`src/sv/skt_pkg.sv`:
```
// types and constants shared by the sorted key table
package skt_pkg;

  localparam int unsigned KEY_W      = 63;
  localparam int unsigned PAY_W      = 32;
  localparam int unsigned IDX_W      = 4;
  localparam int unsigned CMD_W      = 2;
  localparam int unsigned ST_W       = 2;
  localparam int unsigned OUT_CNT_W  = 5;
  localparam int unsigned S_TDATA_W  = 104;
  localparam int unsigned M_TDATA_W  = 112;
  localparam int unsigned S_USED_W   = KEY_W + PAY_W + IDX_W;
  localparam int unsigned M_USED_W   = OUT_CNT_W + KEY_W + PAY_W + OUT_CNT_W;

  typedef enum logic [CMD_W-1:0] {
    CMD_INSERT   = 2'd0,
    CMD_REMOVE   = 2'd1,
    CMD_POSITION = 2'd2,
    CMD_READ_AT  = 2'd3
  } cmd_e;

  typedef enum logic [ST_W-1:0] {
    ST_OK        = 2'd0,
    ST_FULL      = 2'd1,
    ST_NOT_FOUND = 2'd2,
    ST_RANGE     = 2'd3
  } status_e;

  typedef enum logic [6:0] {
    S_IDLE     = 7'b0000001,
    S_SCAN     = 7'b0000010,
    S_SHIFT_DN = 7'b0000100,
    S_SHIFT_UP = 7'b0001000,
    S_PLACE    = 7'b0010000,
    S_FETCH    = 7'b0100000,
    S_DONE     = 7'b1000000
  } state_e;

endpackage

```
`src/sv/skt_ram.sv`:
```
// generic single write, single read ram with registered read data
module skt_ram #(
  parameter int unsigned WIDTH = 8,
  parameter int unsigned DEPTH = 16,
  localparam int unsigned AW = (DEPTH > 1) ? $clog2(DEPTH) : 1
) (
  input  logic             clk_i,
  input  logic             we_i,
  input  logic [AW-1:0]    waddr_i,
  input  logic [WIDTH-1:0] wdata_i,
  input  logic             re_i,
  input  logic [AW-1:0]    raddr_i,
  output logic [WIDTH-1:0] rdata_o
);

  logic [WIDTH-1:0] mem_q [DEPTH];
  logic [WIDTH-1:0] rdata_q;

  always_ff @(posedge clk_i) begin
    if (we_i) begin
      mem_q[waddr_i] <= wdata_i;
    end
    if (re_i) begin
      rdata_q <= mem_q[raddr_i];
    end
  end

  assign rdata_o = rdata_q;

endmodule

```
`src/sv/sorted_key_table_top.sv`:
```
// sorted key table: ordered record store with insert, remove, rank and indexed read
//
// one command per transfer on the slave stream: tuser carries the command,
// tdata the key, payload handle and index. one result per command leaves on
// the master stream: tuser carries the status, tdata rank, found key, found
// payload and the entry count after the command.
// the table lives in one ram of CAPACITY entries, kept in ascending key order,
// and a single key comparator walks it one entry per cycle. an insert walks
// down from the top moving entries up, a remove or position scans up from
// entry 0 and a remove then moves the tail down. a read at index fetches a
// single entry and a rejected command goes straight to its result. the result
// turns valid as the block turns ready again. s_axis_tready is high only while
// no command is in progress. results sit in an output register, so a new
// command is taken while a result waits; a command that finishes while the
// output register is still full holds until the receiver takes the older
// result.
// reset empties the table at once (the count clears, the ram is not swept).
module sorted_key_table_top
  import skt_pkg::*;
#(
  parameter int unsigned CAPACITY     = 16,
  parameter int unsigned PAYLOAD_BITS = 32
) (
  input  logic                 clk_i,
  input  logic                 rst_ni,
  input  logic                 s_axis_tvalid,
  output logic                 s_axis_tready,
  input  logic [S_TDATA_W-1:0] s_axis_tdata,  // key, payload, index, zero pad
  input  logic [CMD_W-1:0]     s_axis_tuser,  // command
  output logic                 m_axis_tvalid,
  input  logic                 m_axis_tready,
  output logic [M_TDATA_W-1:0] m_axis_tdata,  // rank, found_key, found_payload,
                                              // entry_count, zero pad
  output logic [ST_W-1:0]      m_axis_tuser   // status
);

  localparam int unsigned AW = $clog2(CAPACITY);
  localparam int unsigned CW = $clog2(CAPACITY + 1);
  localparam int unsigned DW = KEY_W + PAYLOAD_BITS;
  localparam logic [CW-1:0] CNT_ONE = CW'(1);
  localparam logic [CW-1:0] CNT_TWO = CW'(2);
  localparam logic [CW-1:0] CNT_CAP = CW'(CAPACITY);
  localparam logic [CW+4:0] RANK_ONE = (CW+5)'(1);

  state_e                  state_q, state_d;
  cmd_e                    cmd_q, cmd_d;
  logic [KEY_W-1:0]        key_q, key_d;
  logic [PAYLOAD_BITS-1:0] pay_q, pay_d;
  logic [CW-1:0]           ptr_q, ptr_d;
  logic [CW-1:0]           cnt_q, cnt_d;

  status_e                 res_status_q, res_status_d;
  logic [OUT_CNT_W-1:0]    res_rank_q, res_rank_d;
  logic [KEY_W-1:0]        res_key_q, res_key_d;
  logic [PAY_W-1:0]        res_pay_q, res_pay_d;

  logic                    m_valid_q, m_valid_d;
  status_e                 m_status_q, m_status_d;
  logic [OUT_CNT_W-1:0]    m_rank_q, m_rank_d;
  logic [KEY_W-1:0]        m_key_q, m_key_d;
  logic [PAY_W-1:0]        m_pay_q, m_pay_d;
  logic [OUT_CNT_W-1:0]    m_cnt_q, m_cnt_d;

  logic                    ram_we, ram_re;
  logic [AW-1:0]           ram_waddr, ram_raddr;
  logic [DW-1:0]           ram_wdata, ram_rdata;

  cmd_e                    in_cmd;
  logic [KEY_W-1:0]        in_key;
  logic [PAY_W-1:0]        in_pay;
  logic [IDX_W-1:0]        in_idx;
  logic [PAYLOAD_BITS+PAY_W-1:0] in_pay_x;
  logic [PAYLOAD_BITS+PAY_W-1:0] rd_pay_x;
  logic [CW+IDX_W-1:0]     idx_x, cnt_xi;
  logic [CW+4:0]           rank_x, cnt_x;
  logic [KEY_W-1:0]        rd_key;
  logic [PAYLOAD_BITS-1:0] rd_pay;
  logic                    key_lt, key_eq;
  logic                    in_xfer, out_free;
  logic [CW-1:0]           ptr_p1, ptr_p2, ptr_m1, ptr_m2, cnt_m1;

  assign in_cmd   = cmd_e'(s_axis_tuser);
  assign in_key   = s_axis_tdata[KEY_W-1:0];
  assign in_pay   = s_axis_tdata[KEY_W+PAY_W-1:KEY_W];
  assign in_idx   = s_axis_tdata[S_USED_W-1:KEY_W+PAY_W];
  assign in_pay_x = {{PAYLOAD_BITS{1'b0}}, in_pay};

  assign rd_key   = ram_rdata[DW-1:PAYLOAD_BITS];
  assign rd_pay   = ram_rdata[PAYLOAD_BITS-1:0];
  assign rd_pay_x = {{PAY_W{1'b0}}, rd_pay};
  assign key_lt   = rd_key < key_q;
  assign key_eq   = rd_key == key_q;

  assign idx_x    = {{CW{1'b0}}, in_idx};
  assign cnt_xi   = {{IDX_W{1'b0}}, cnt_q};
  assign rank_x   = {5'b0, ptr_q} + RANK_ONE;
  assign cnt_x    = {5'b0, cnt_d};

  assign ptr_p1   = ptr_q + CNT_ONE;
  assign ptr_p2   = ptr_q + CNT_TWO;
  assign ptr_m1   = ptr_q - CNT_ONE;
  assign ptr_m2   = ptr_q - CNT_TWO;
  assign cnt_m1   = cnt_q - CNT_ONE;

  assign s_axis_tready = (state_q == S_IDLE);
  assign in_xfer       = s_axis_tvalid && s_axis_tready;
  assign out_free      = !m_valid_q || m_axis_tready;

  always_comb begin
    state_d      = state_q;
    cmd_d        = cmd_q;
    key_d        = key_q;
    pay_d        = pay_q;
    ptr_d        = ptr_q;
    cnt_d        = cnt_q;
    res_status_d = res_status_q;
    res_rank_d   = res_rank_q;
    res_key_d    = res_key_q;
    res_pay_d    = res_pay_q;
    ram_we       = 1'b0;
    ram_waddr    = ptr_q[AW-1:0];
    ram_wdata    = {key_q, pay_q};
    ram_re       = 1'b0;
    ram_raddr    = '0;

    unique case (state_q)
      S_IDLE: begin
        if (in_xfer) begin
          cmd_d        = in_cmd;
          key_d        = in_key;
          pay_d        = in_pay_x[PAYLOAD_BITS-1:0];
          res_status_d = ST_OK;
          res_rank_d   = '0;
          res_key_d    = '0;
          res_pay_d    = '0;
          ptr_d        = '0;
          unique case (in_cmd)
            CMD_INSERT: begin
              if (cnt_q == CNT_CAP) begin
                res_status_d = ST_FULL;
                state_d      = S_DONE;
              end else if (cnt_q == '0) begin
                state_d = S_PLACE;
              end else begin
                ram_re    = 1'b1;
                ram_raddr = cnt_m1[AW-1:0];
                ptr_d     = cnt_q;
                state_d   = S_SHIFT_UP;
              end
            end
            CMD_REMOVE, CMD_POSITION: begin
              if (cnt_q == '0) begin
                res_status_d = ST_NOT_FOUND;
                state_d      = S_DONE;
              end else begin
                ram_re  = 1'b1;
                state_d = S_SCAN;
              end
            end
            CMD_READ_AT: begin
              if (idx_x >= cnt_xi) begin
                res_status_d = ST_RANGE;
                state_d      = S_DONE;
              end else begin
                ram_re    = 1'b1;
                ram_raddr = idx_x[AW-1:0];
                state_d   = S_FETCH;
              end
            end
            default: state_d = S_IDLE;
          endcase
        end
      end
      S_SCAN: begin
        if (key_lt) begin
          if (ptr_p1 == cnt_q) begin
            res_status_d = ST_NOT_FOUND;
            state_d      = S_DONE;
          end else begin
            ram_re    = 1'b1;
            ram_raddr = ptr_p1[AW-1:0];
            ptr_d     = ptr_p1;
          end
        end else if (!key_eq) begin
          res_status_d = ST_NOT_FOUND;
          state_d      = S_DONE;
        end else if (cmd_q == CMD_POSITION) begin
          res_rank_d = rank_x[OUT_CNT_W-1:0];
          state_d    = S_DONE;
        end else if (ptr_p1 == cnt_q) begin
          cnt_d   = cnt_m1;
          state_d = S_DONE;
        end else begin
          ram_re    = 1'b1;
          ram_raddr = ptr_p1[AW-1:0];
          state_d   = S_SHIFT_DN;
        end
      end
      S_SHIFT_DN: begin
        ram_we    = 1'b1;
        ram_wdata = ram_rdata;
        if (ptr_p2 < cnt_q) begin
          ram_re    = 1'b1;
          ram_raddr = ptr_p2[AW-1:0];
          ptr_d     = ptr_p1;
        end else begin
          cnt_d   = cnt_m1;
          state_d = S_DONE;
        end
      end
      S_SHIFT_UP: begin
        ram_we = 1'b1;
        if (!key_lt) begin
          ram_wdata = ram_rdata;
          if (ptr_q == CNT_ONE) begin
            ptr_d   = '0;
            state_d = S_PLACE;
          end else begin
            ram_re    = 1'b1;
            ram_raddr = ptr_m2[AW-1:0];
            ptr_d     = ptr_m1;
          end
        end else begin
          cnt_d   = cnt_q + CNT_ONE;
          state_d = S_DONE;
        end
      end
      S_PLACE: begin
        ram_we  = 1'b1;
        cnt_d   = cnt_q + CNT_ONE;
        state_d = S_DONE;
      end
      S_FETCH: begin
        res_key_d = rd_key;
        res_pay_d = rd_pay_x[PAY_W-1:0];
        state_d   = S_DONE;
      end
      S_DONE: begin
        if (out_free) begin
          state_d = S_IDLE;
        end
      end
      default: state_d = S_IDLE;
    endcase
  end

  always_comb begin
    m_valid_d  = m_valid_q;
    m_status_d = m_status_q;
    m_rank_d   = m_rank_q;
    m_key_d    = m_key_q;
    m_pay_d    = m_pay_q;
    m_cnt_d    = m_cnt_q;
    if (m_axis_tready) begin
      m_valid_d = 1'b0;
    end
    if (state_q == S_DONE && out_free) begin
      m_valid_d  = 1'b1;
      m_status_d = res_status_q;
      m_rank_d   = res_rank_q;
      m_key_d    = res_key_q;
      m_pay_d    = res_pay_q;
      m_cnt_d    = cnt_x[OUT_CNT_W-1:0];
    end
  end

  always_ff @(posedge clk_i or negedge rst_ni) begin
    if (!rst_ni) begin
      state_q   <= S_IDLE;
      cnt_q     <= '0;
      m_valid_q <= 1'b0;
    end else begin
      state_q   <= state_d;
      cnt_q     <= cnt_d;
      m_valid_q <= m_valid_d;
    end
  end

  always_ff @(posedge clk_i) begin
    cmd_q        <= cmd_d;
    key_q        <= key_d;
    pay_q        <= pay_d;
    ptr_q        <= ptr_d;
    res_status_q <= res_status_d;
    res_rank_q   <= res_rank_d;
    res_key_q    <= res_key_d;
    res_pay_q    <= res_pay_d;
    m_status_q   <= m_status_d;
    m_rank_q     <= m_rank_d;
    m_key_q      <= m_key_d;
    m_pay_q      <= m_pay_d;
    m_cnt_q      <= m_cnt_d;
  end

  skt_ram #(
    .WIDTH (DW),
    .DEPTH (CAPACITY)
  ) u_table (
    .clk_i   (clk_i),
    .we_i    (ram_we),
    .waddr_i (ram_waddr),
    .wdata_i (ram_wdata),
    .re_i    (ram_re),
    .raddr_i (ram_raddr),
    .rdata_o (ram_rdata)
  );

  assign m_axis_tvalid = m_valid_q;
  assign m_axis_tuser  = m_status_q;
  assign m_axis_tdata  = {{(M_TDATA_W-M_USED_W){1'b0}}, m_cnt_q, m_pay_q, m_key_q, m_rank_q};

endmodule
```
`config.mk`:
```
export PLATFORM = sky130hd
export DESIGN_NAME = sorted_key_table_top
export DESIGN_NICKNAME = d
export VERILOG_FILES = /design/src/sv/skt_pkg.sv /design/src/sv/skt_ram.sv /design/src/sv/sorted_key_table_top.sv
export SDC_FILE = /design/constraint.sdc
export NUM_CORES = 2
export LEC_CHECK = 0
export BUFFER_PORTS_ARGS = -buffer_cell sky130_fd_sc_hd__buf_4
export CAP_MARGIN = 20
export CORE_MARGIN = 2
export CORE_UTILIZATION = 30
export DETAILED_ROUTE_END_ITERATION = 12
export PLACE_DENSITY_LB_ADDON = 0.05
export SLEW_MARGIN = 20
export SYNTH_ARGS = -nofsm -noshare
export SYNTH_HDL_FRONTEND = slang
export SYNTH_SLANG_ARGS = --single-unit
```
`constraint.sdc`:
```
create_clock -name clk_i -period 14.8 [get_ports clk_i]
set_input_delay 1.48 -clock clk_i [delete_from_list [all_inputs] [get_ports clk_i]]
set_output_delay 1.48 -clock clk_i [all_outputs]
set_load 0.005 [all_outputs]
```
==> flow_summary.ini <==
[run_status]
status = completed

[worst_setup_path]
cp.depth = 15
crit_type = register to register
crit_chain = inv_1 > ha_1 > nand4_1 > nor3_1 > nand4_1 > a2111oi_1 > or4_1 > o22a_1 > and2_4 > buf_4 > buf_12 > mux2i_1 > o22ai_1 > a21oi_1 > a21oi_1
critical_path_required_ns = 15.37
cpMaxStageDelayCell = buf_4
worst-path-max-fanout = 121
worstPathArrival_ns = 7.92
critPathBufInv = 3
cpLargestDelayFamily = simple AND/OR/NAND/NOR gates
startpoint_type = register
reg2reg_depth = 15
endpoint_kind = register
max_stage_delay_ns = 0.84

[timing]
max-slew-margin-rel = 0.2554
worst_slew_pin_slew_ns = 1.114
slew_violations = 0
finalHoldViolCount = 0
setup_viol = 0
layout_setup_ws_ns = 7.447
rsz0062_at_grt = false
fin_crit_sh = 0.4968
setup_tns_ns = 0
max_freq_mhz = 136.0
min_period_ns = 7.353
skew_ns = 0.05716

[grt]
grt_util_met1 = 0.2643
grt_util_met2 = 0.3105
grt_pass1_wl_um = 346200
grt_max_degree = 144
grtUsageTotal = 0.1898
globalRoute.busiestLayer = met2
antenna_found_initial = 15
gr-usage-met3 = 0.02583
grt_pass1_vias = 43580
grt_overflow = 0

[synth]
syn_area_um2 = 75990
ys_warn_count = 0
synth_area_leaders = edfxtp_1 76%, nand2_1 3.8%, a21oi_1 3.6%, mux2i_1 3.1%, a22oi_1 2.3%
synth_cells = 4985
synth_most_common_cell = edfxtp_1
async_flop_share = 0.006704
synth_commonest_cells = 1926 x edfxtp_1, 777 x nand2_1, 545 x a21oi_1
synth_cell_types = 71
synth-seq-cells = 1939
avgSynthCellArea_um2 = 15.24
ys.flop_type = edfxtp_1
synth_top_cell_by_area = edfxtp_1
synth_top_area_frac = 0.7611
ys_seq_area_frac = 0.7654
synth_edf_count = 1926

[final_layout]
nets = 5422
area_growth_pct = 16.59
fin_cells = 8769
post-route-util = 0.3521
fillers = 24180
drive_above_1_share = 0.1394

[die]
fp.dieH_um = 507.3
die_area_um2 = 257300
pin_count = 226
row_count = 184
start_util = 0.3020
core_area_um2 = 251600
dieWidth_um = 507.3

[worst_hold_path]
holdPathStages = 0
hold_path_class = register to register

[route]
drc = 0
vias_per_cell = 4.973
drt_iter0_drc = 3761
wirelength_um = 248400
via_count = 43610
drtAntennaViolNets = 0
routedWlPerCell_um = 28.32
first_pass_iters = 8

[placement]
dp.cells = 8354
pre_cts_ws_ns = 7.504
dp_hpwl_um = 127300
portBuffers = 213
gp_congestion = 0.7509

[clock_network]
clock-sinks = 1939
cts_setup_buffers = 0
clock_latency_ns = 0.88
cts_buffer_depth = 3
cts_tree = yes
cts_hold_buf = 0
post_cts_resized = 0
numCtsBuffers = 219
clk_pin_slew_ns = 0.06
cts_root_buffer = clkbuf_16
htreeDepth = 4

[pwr]
power.leakage_nw = 30.37
total_power_mw = 16.08
pwr_density_cell_nw_per_um2 = 181.5
ir_drop_mv = 0.1267

[job]
maxCapViolations = 0
-- final cells by class --
cell class              instances  area, um^2  area share
multi-input cells            2675       16430      0.1855
diodes                         14       35.03   0.0003954
flip-flops and latches       1939       58160      0.6565
well taps                    3348        4189     0.04728
clock inverters               118        1062     0.01199
clock buffers                 283        5906     0.06666
repair buffers                312        2502     0.02825
inverters                      80       305.3    0.003446
-- worst paths after layout --
check                               from                  end  slack (ns)
max                            key_q[37]  u_table.rdata_o[86]        7.45
max reg2reg                    key_q[37]  u_table.rdata_o[86]        7.45
min                        res_pay_q[26]          m_pay_q[26]        0.42
min reg2reg                res_pay_q[26]          m_pay_q[26]        0.42
max in group asynchronous         rst_ni           state_q[0]       14.08
min in group asynchronous         rst_ni             cnt_q[4]        0.44
-- metrics by stage --
| stage | hold WS, ns | area, um^2 |
|---|---|---|
| after CTS | 0.3501 | 88560 |
| after global placement | 0.4036 | 81590 |
| after global routing | 0.3997 | 88560 |
| after floorplan | 0.4003 | 76010 |
| after detailed placement | 0.4045 | 81590 |
| final | 0.4157 | 88600 |
-- routing by layer --
layer,part of all wire,wire [um],up-vias
met2,0.47,117600,1058
li1,-,-,19540
met3,0.042,10360,290
met4,0.025,6130,2
met5,0.000048,12,-
met1,0.46,114300,22710
-- cell families (layout without fill, tap and decap cells) --
family,Yosys count,in the layout,share of synthesized area
buffers and inverters,377,793,0.02225
and+or+nand+nor,1217,1217,0.07041
muxes,330,330,0.04502
xor gates and xnor gates,16,16,0.002206
other,1,21,0.00004935
DFF,1939,1939,0.7654
adders and majority gates,85,85,0.01400
AOI/OAI and AO/OA,1020,1020,0.08067
-- power breakdown --
group          switching (mW)  internal, mW  leakage [nW]
sequential              0.349          7.05          17.6
clock                    2.25          3.07          3.39
combinational            2.45         0.904          9.36
-- registers in the layout (all words and copies together), names as in the netlist, 5 cells and up --
name             count
cnt_q                5
key_q               63
m_cnt_q              5
m_key_q             63
m_pay_q             32
m_rank_q             5
pay_q               32
ptr_q                5
res_key_q           63
res_pay_q           32
res_rank_q           5
state_q              7
u_table.mem_q     1520
u_table.rdata_o     95
-- cell usage in the layout, fill, tap and decap left out, types with 8 or more instances in the layout --
cell	instances
mux2i_1	236
buf_12	13
o21ai_0	38
clkbuf_16	223
buf_4	298
a32oi_1	14
nor3_1	12
dfrtp_1	12
mux2_2	94
clkinv_2	31
nand2_1	772
ha_1	85
xnor2_1	8
o22ai_1	115
bufinv_16	16
diode_2	14
edfxtp_1	1926
nor2_4	18
nor2_1	34
nand3b_1	8
clkbuf_8	10
clkbuf_1	50
nand4_1	46
a21oi_1	544
and2_1	101
a221oi_1	9
nand3_1	178
a22oi_1	236
a21o_1	9
inv_1	79
clkinv_1	54
No activity file was read; power rests on OpenSTA's default activity.
